==> config.mk <==
export PLATFORM = sky130hd
export DESIGN_NAME = aecc_update
export DESIGN_NICKNAME = d
export VERILOG_FILES = /design/src/hw/rtl/absolute_encoder_cc_accumulator_macros.svh /design/src/hw/rtl/aecc_pkg.sv /design/src/hw/rtl/aecc_update.sv
export SDC_FILE = /design/constraint.sdc
export NUM_CORES = 1
export LEC_CHECK = 0
export BUFFER_PORTS_ARGS = -buffer_cell sky130_fd_sc_hd__buf_2
export CAP_MARGIN = 40
export CORE_ASPECT_RATIO = 0.8
export CORE_MARGIN = 2
export CORE_UTILIZATION = 50
export DETAILED_ROUTE_END_ITERATION = 8
export PLACE_DENSITY = 0.86
export SLEW_MARGIN = 20
export SYNTH_ARGS = -nofsm -noshare
export SYNTH_HDL_FRONTEND = slang
export SYNTH_SLANG_ARGS = --single-unit
==> constraint.sdc <==
create_clock -name vclk -period 8.45
set_input_delay 1.69 -clock vclk [all_inputs]
set_output_delay 1.69 -clock vclk [all_outputs]
set_load 0.02 [all_outputs]
==> src/hw/rtl/absolute_encoder_cc_accumulator_macros.svh <==
// assertion helpers, clocked on clk and switched off while arst_n is low
`ifndef ABSOLUTE_ENCODER_CC_ACCUMULATOR_MACROS_SVH
`define ABSOLUTE_ENCODER_CC_ACCUMULATOR_MACROS_SVH

// same-cycle implication
`define AECC_ASSERT_NOW(lbl, ante, cons, msg) \
	lbl: assert property (@(posedge clk) disable iff (!arst_n) (ante) |-> (cons)) \
	else $error(msg);

// next-cycle implication
`define AECC_ASSERT_NEXT(lbl, ante, cons, msg) \
	lbl: assert property (@(posedge clk) disable iff (!arst_n) (ante) |=> (cons)) \
	else $error(msg);

`endif

==> src/hw/rtl/aecc_pkg.sv <==
`default_nettype none

package aecc_pkg;

	localparam int ENCODER_COUNT_DEF = 8;
	localparam int BANK_COUNT_DEF    = 128;

	localparam int VALUE_W = 7;
	localparam int CODE_W  = 8;
	localparam int IDX_W   = 3;

	localparam logic [CODE_W-1:0]  NO_POSITION = 8'hFF;
	localparam logic [VALUE_W-1:0] VALUE_MAX   = 7'd127;
	localparam logic [VALUE_W-1:0] WRAP_LIMIT  = 7'd100;
	localparam logic [CODE_W-1:0]  RING_SIZE   = 8'd128;
	localparam logic [VALUE_W-1:0] LED_SHIFT   = 7'd64;
	localparam logic [IDX_W-1:0]   LED_SPLIT   = 3'd4;

	typedef enum logic {
		ACT_SAMPLE = 1'b0,
		ACT_WRITE  = 1'b1
	} action_t;

	typedef struct packed {
		logic ram_we;
		logic lp_we;
	} upd_ctrl_t;

	localparam logic [CODE_W-1:0] CODE_TABLE [256] = '{
		8'hFF,8'h08,8'h18,8'h17,8'h28,8'hFF,8'h27,8'h24,8'h38,8'h39,8'hFF,8'hFF,8'h37,8'hFF,8'h34,8'h0D,
		8'h78,8'h07,8'hFF,8'h14,8'h29,8'hFF,8'hFF,8'h7D,8'hFF,8'hFF,8'hFF,8'h13,8'h36,8'hFF,8'h35,8'h12,
		8'h68,8'hFF,8'h19,8'hFF,8'hFF,8'hFF,8'h26,8'h25,8'h69,8'h3A,8'h6A,8'hFF,8'hFF,8'hFF,8'hFF,8'h0E,
		8'h77,8'h04,8'hFF,8'h6D,8'hFF,8'h03,8'hFF,8'h02,8'h76,8'hFF,8'h6B,8'h6C,8'hFF,8'hFF,8'hFF,8'h01,
		8'h48,8'hFF,8'h49,8'hFF,8'hFF,8'hFF,8'hFF,8'h23,8'h47,8'h46,8'hFF,8'hFF,8'h44,8'h45,8'h1D,8'h22,
		8'h79,8'h06,8'h4A,8'hFF,8'h7A,8'h7B,8'hFF,8'h7C,8'hFF,8'hFF,8'hFF,8'hFF,8'hFF,8'hFF,8'h1E,8'h11,
		8'hFF,8'hFF,8'h1A,8'hFF,8'hFF,8'hFF,8'h1B,8'hFF,8'hFF,8'h3B,8'hFF,8'hFF,8'h43,8'hFF,8'h1C,8'h0F,
		8'hFF,8'h05,8'hFF,8'h6E,8'hFF,8'hFF,8'hFF,8'h6F,8'hFF,8'hFF,8'hFF,8'hFF,8'hFF,8'hFF,8'hFF,8'h10,
		8'h58,8'h09,8'hFF,8'h16,8'h59,8'h5A,8'hFF,8'hFF,8'hFF,8'h0A,8'hFF,8'h0B,8'hFF,8'hFF,8'h33,8'h0C,
		8'hFF,8'hFF,8'hFF,8'h15,8'h2A,8'hFF,8'hFF,8'h7E,8'hFF,8'hFF,8'hFF,8'hFF,8'h2B,8'hFF,8'hFF,8'h7F,
		8'h67,8'hFF,8'hFF,8'hFF,8'h66,8'h5B,8'hFF,8'hFF,8'hFF,8'hFF,8'hFF,8'hFF,8'hFF,8'hFF,8'hFF,8'hFF,
		8'h74,8'h5D,8'h73,8'h72,8'hFF,8'h5C,8'hFF,8'h71,8'h75,8'h5E,8'hFF,8'h5F,8'hFF,8'hFF,8'hFF,8'h00,
		8'h57,8'hFF,8'h56,8'hFF,8'hFF,8'hFF,8'hFF,8'hFF,8'h54,8'hFF,8'h55,8'hFF,8'h2D,8'h2E,8'h32,8'h21,
		8'hFF,8'hFF,8'h4B,8'hFF,8'hFF,8'hFF,8'hFF,8'hFF,8'h53,8'hFF,8'hFF,8'hFF,8'h2C,8'hFF,8'h1F,8'h20,
		8'h64,8'h63,8'hFF,8'hFF,8'h65,8'hFF,8'hFF,8'hFF,8'h3D,8'h3C,8'h3E,8'hFF,8'h42,8'h2F,8'h31,8'h30,
		8'h4D,8'h62,8'h4C,8'h61,8'h4E,8'h4F,8'hFF,8'h70,8'h52,8'h51,8'h3F,8'h60,8'h41,8'h50,8'h40,8'hFF
	};

endpackage

`default_nettype wire

==> src/hw/rtl/aecc_update.sv <==
`default_nettype none

module aecc_update (
	input  wire aecc_pkg::action_t                 action,
	input  wire logic [aecc_pkg::IDX_W-1:0]        enc,
	input  wire logic                              enc_ok,
	input  wire logic                              bank_ok,
	input  wire logic [aecc_pkg::CODE_W-1:0]       code,
	input  wire logic [aecc_pkg::VALUE_W-1:0]      wvalue,
	input  wire logic [aecc_pkg::VALUE_W-1:0]      prev,
	input  wire logic [aecc_pkg::VALUE_W-1:0]      cur,
	output      logic [aecc_pkg::VALUE_W-1:0]      stored,
	output      logic [aecc_pkg::VALUE_W-1:0]      led,
	output      logic [aecc_pkg::VALUE_W-1:0]      position,
	output      logic                              code_valid,
	output      aecc_pkg::upd_ctrl_t               ctrl
);

	logic [aecc_pkg::VALUE_W-1:0] code7;
	logic                         gt;
	logic                         lt;
	logic [aecc_pkg::VALUE_W-1:0] d;
	logic                         wrap;
	logic                         up;
	logic [aecc_pkg::VALUE_W-1:0] amount;
	logic [aecc_pkg::VALUE_W:0]   sum;
	logic [aecc_pkg::VALUE_W-1:0] stepped;
	logic [aecc_pkg::VALUE_W-1:0] val;
	logic [aecc_pkg::IDX_W-1:0]   grp;

	assign code7 = code[aecc_pkg::VALUE_W-1:0];
	assign gt    = code7 > prev;
	assign lt    = code7 < prev;
	assign d     = gt ? (code7 - prev) : (lt ? (prev - code7) : '0);
	assign wrap  = d > aecc_pkg::WRAP_LIMIT;
	// a long jump is the short way around the ring, in the other direction
	assign up     = gt ^ wrap;
	assign amount = wrap ? aecc_pkg::VALUE_W'(aecc_pkg::RING_SIZE - {1'b0, d}) : d;
	assign sum    = {1'b0, cur} + {1'b0, amount};

	always_comb begin
		if (up) begin
			stepped = (sum > {1'b0, aecc_pkg::VALUE_MAX}) ? aecc_pkg::VALUE_MAX
				: sum[aecc_pkg::VALUE_W-1:0];
		end else begin
			stepped = (amount > cur) ? '0 : (cur - amount);
		end
	end

	always_comb begin
		code_valid = 1'b0;
		ctrl       = '0;
		val        = '0;
		position   = '0;
		if (enc_ok) begin
			case (action)
				aecc_pkg::ACT_WRITE: begin
					position    = prev;
					ctrl.ram_we = bank_ok;
					val         = bank_ok ? wvalue : '0;
				end
				aecc_pkg::ACT_SAMPLE: begin
					code_valid  = code != aecc_pkg::NO_POSITION;
					ctrl.lp_we  = code_valid;
					ctrl.ram_we = code_valid & bank_ok;
					position    = code_valid ? code7 : prev;
					if (bank_ok) begin
						val = code_valid ? stepped : cur;
					end
				end
				default: begin
					val = '0;
				end
			endcase
		end
	end

	assign stored = val;
	assign grp    = enc - aecc_pkg::LED_SPLIT;

	always_comb begin
		if (!enc_ok) begin
			led = '0;
		end else if (enc < aecc_pkg::LED_SPLIT) begin
			led = val + aecc_pkg::LED_SHIFT;
		end else begin
			// quarter ring per encoder, value scaled down by four
			led = {grp[1:0], val[aecc_pkg::VALUE_W-1:2]};
		end
	end

endmodule

`default_nettype wire

==> flow_metrics.tcl <==
set metrics [dict create \
    place_congestion 0.986 \
    avgSynthCellArea_um2 6.79 \
    nets 433 \
    yosys.area.top_type "ha_1" \
    die_w_um 75.3 \
    drive_gt1_frac 0.278 \
    startpoint_type "primary input" \
    portBuffers 59 \
    endpoint_kind "output port" \
    power.leakage_nw 1.32 \
    start_util 0.528 \
    critPathArrivalTime_ps 6560 \
    fmax_mhz 121 \
    dr.pass1.iters 7 \
    pre_cts_ws_ps 77.2 \
    die-area_um2 4600 \
    rsz0062_at_grt "yes" \
    vias 2508 \
    clockBufferCount 0 \
    worst_pin_slew_ps 520 \
    worst-setup-path-type "in2out" \
    cp_max_fo 6 \
    setup_tns_ps 0 \
    hp-class "in2out" \
    period_share 0.976 \
    slew_viol_final 0 \
    vdd_drop_max_v 0.000127 \
    yosysMostFrequentCell "inv_1" \
    cts_hold_buf 0 \
    wl_um 6400 \
    dp_hpwl_um 5250 \
    post_dp_cell_area_um2 2460 \
    status "complete, no violations" \
    die_h_um 61.1 \
    antenna_found_initial 0 \
    synth_cells 300 \
    syn_area_um2 2040 \
    p_per_area_nw_per_um2 161 \
    slew_headroom 0.653 \
    maxCapViolations 0 \
    layout_min_cycle_time_ps 8250 \
    grt_max_degree 13 \
    final_cell_area_um2 2500 \
    syn_nets 368 \
    grt_pass1_wl_um 9990 \
    hold_violations 0 \
    area_delta_synth_final_pct 22.9 \
    route.detailed.drc 0 \
    ys_types 60 \
    setup-violations-final 0 \
    diodes 0 \
    yosys_warnings 0 \
    pin_count 59 \
    required_ps 6760 \
    total_power_mw 0.404 \
    finish.utilization 0.649 \
    detail-route-antenna-nets 0 \
    ys_top_cells_by_area "ha_1 18%, inv_1 6.8%, a21oi_1 5.9%" \
    drt_iter0_markers 214 \
    wl_per_cell_um 15.3 \
    grt_pass1_vias 2213 \
    post-cts-setup-buffers 0 \
    setup_ws_ps 203 \
    ys_top_cells_by_count "37 x inv_1, 29 x ha_1, 29 x nor2_1" \
    flops_and_latches 0 \
    grt-ovfl-total 0 \
    core_area_um2 3850 \
    ys_seq_area_frac 0 \
    cts-resized-gates 0 \
    synth_top_area_frac 0.178 \
    via_per_inst 6.00 \
    grt_use_total 0.275 \
    num_rows 20 \
    ff_latch_area_um2 0 \
]
## cell families after synthesis
kind of cell | count (synthesis) | synth area share
multiplexers | 7 | 0.0356
AO/OA/AOI/OAI | 97 | 0.345
buffers and inverters | 48 | 0.0916
XOR/XNOR | 13 | 0.0559
AND/OR/NAND/NOR | 102 | 0.254
adder cells (fa/ha/maj) | 33 | 0.218
## per-stage QoR
step	instances	hold slack, ps
2_1_floorplan	300	3570
3_3_place_gp	417	3760
3_5_place_dp	418	3760
4_1_cts	418	3760
5_1_grt	418	3790
6_report	418	3770
## per-layer routing
metal,wire [um],vias to the layer above,GRT usage
li1,-,1181,-
met4,50,0,0.0326
met5,0,-,0
met3,613,8,0.0491
met2,2760,133,0.442
met1,2990,1186,0.399
## final timing paths
check	endpoint	start	depth (start not counted)	slack (ps)
max	led[2]	code[1]	24	200
min	position[4]	prev[4]	4	3770
## area by class of cell
cell class	instances	area, um^2
fillers	356	1350
inverters	38	143
repair buffers	73	400
well taps	55	68.8
multi-input cells	252	1890
## power breakdown
| part | internal (mW) | switching (mW) |
|---|---|---|
| logic | 0.169 | 0.234 |
| clock network | 0 | 0 |
| registers | 0 | 0 |
| total | 0.169 | 0.234 |
## worst max-delay path, cell delays in order
cell and delay (ps):
buf_2 140, inv_1 90, ha_1 330, nor2b_1 170, o311a_4 350, o21a_1 260, and3_1 200, a21oi_2 130
ha_2 210, a21oi_1 70, o31a_4 320, nand2_2 130, nand2_1 70, o21a_1 130, ha_1 300, o21ba_2 230
o21ai_1 170, a31oi_2 140, o21bai_1 230, a21oi_2 120, or4_4 510, a31oi_4 230, a22o_1 160, buf_2 160
## placed cells by master (no fill, tap or decap), types with 7 or more instances in the layout
cell type  instances
xnor2_1           11
ha_1              28
o21a_1             7
nand2_1           22
o21ai_0           16
nor3_1             8
nor2_1            29
a21o_1             7
inv_1             37
buf_2             59
a21oi_1           21
buf_4             14
Note: power is estimated with default switching activity, not from simulation.
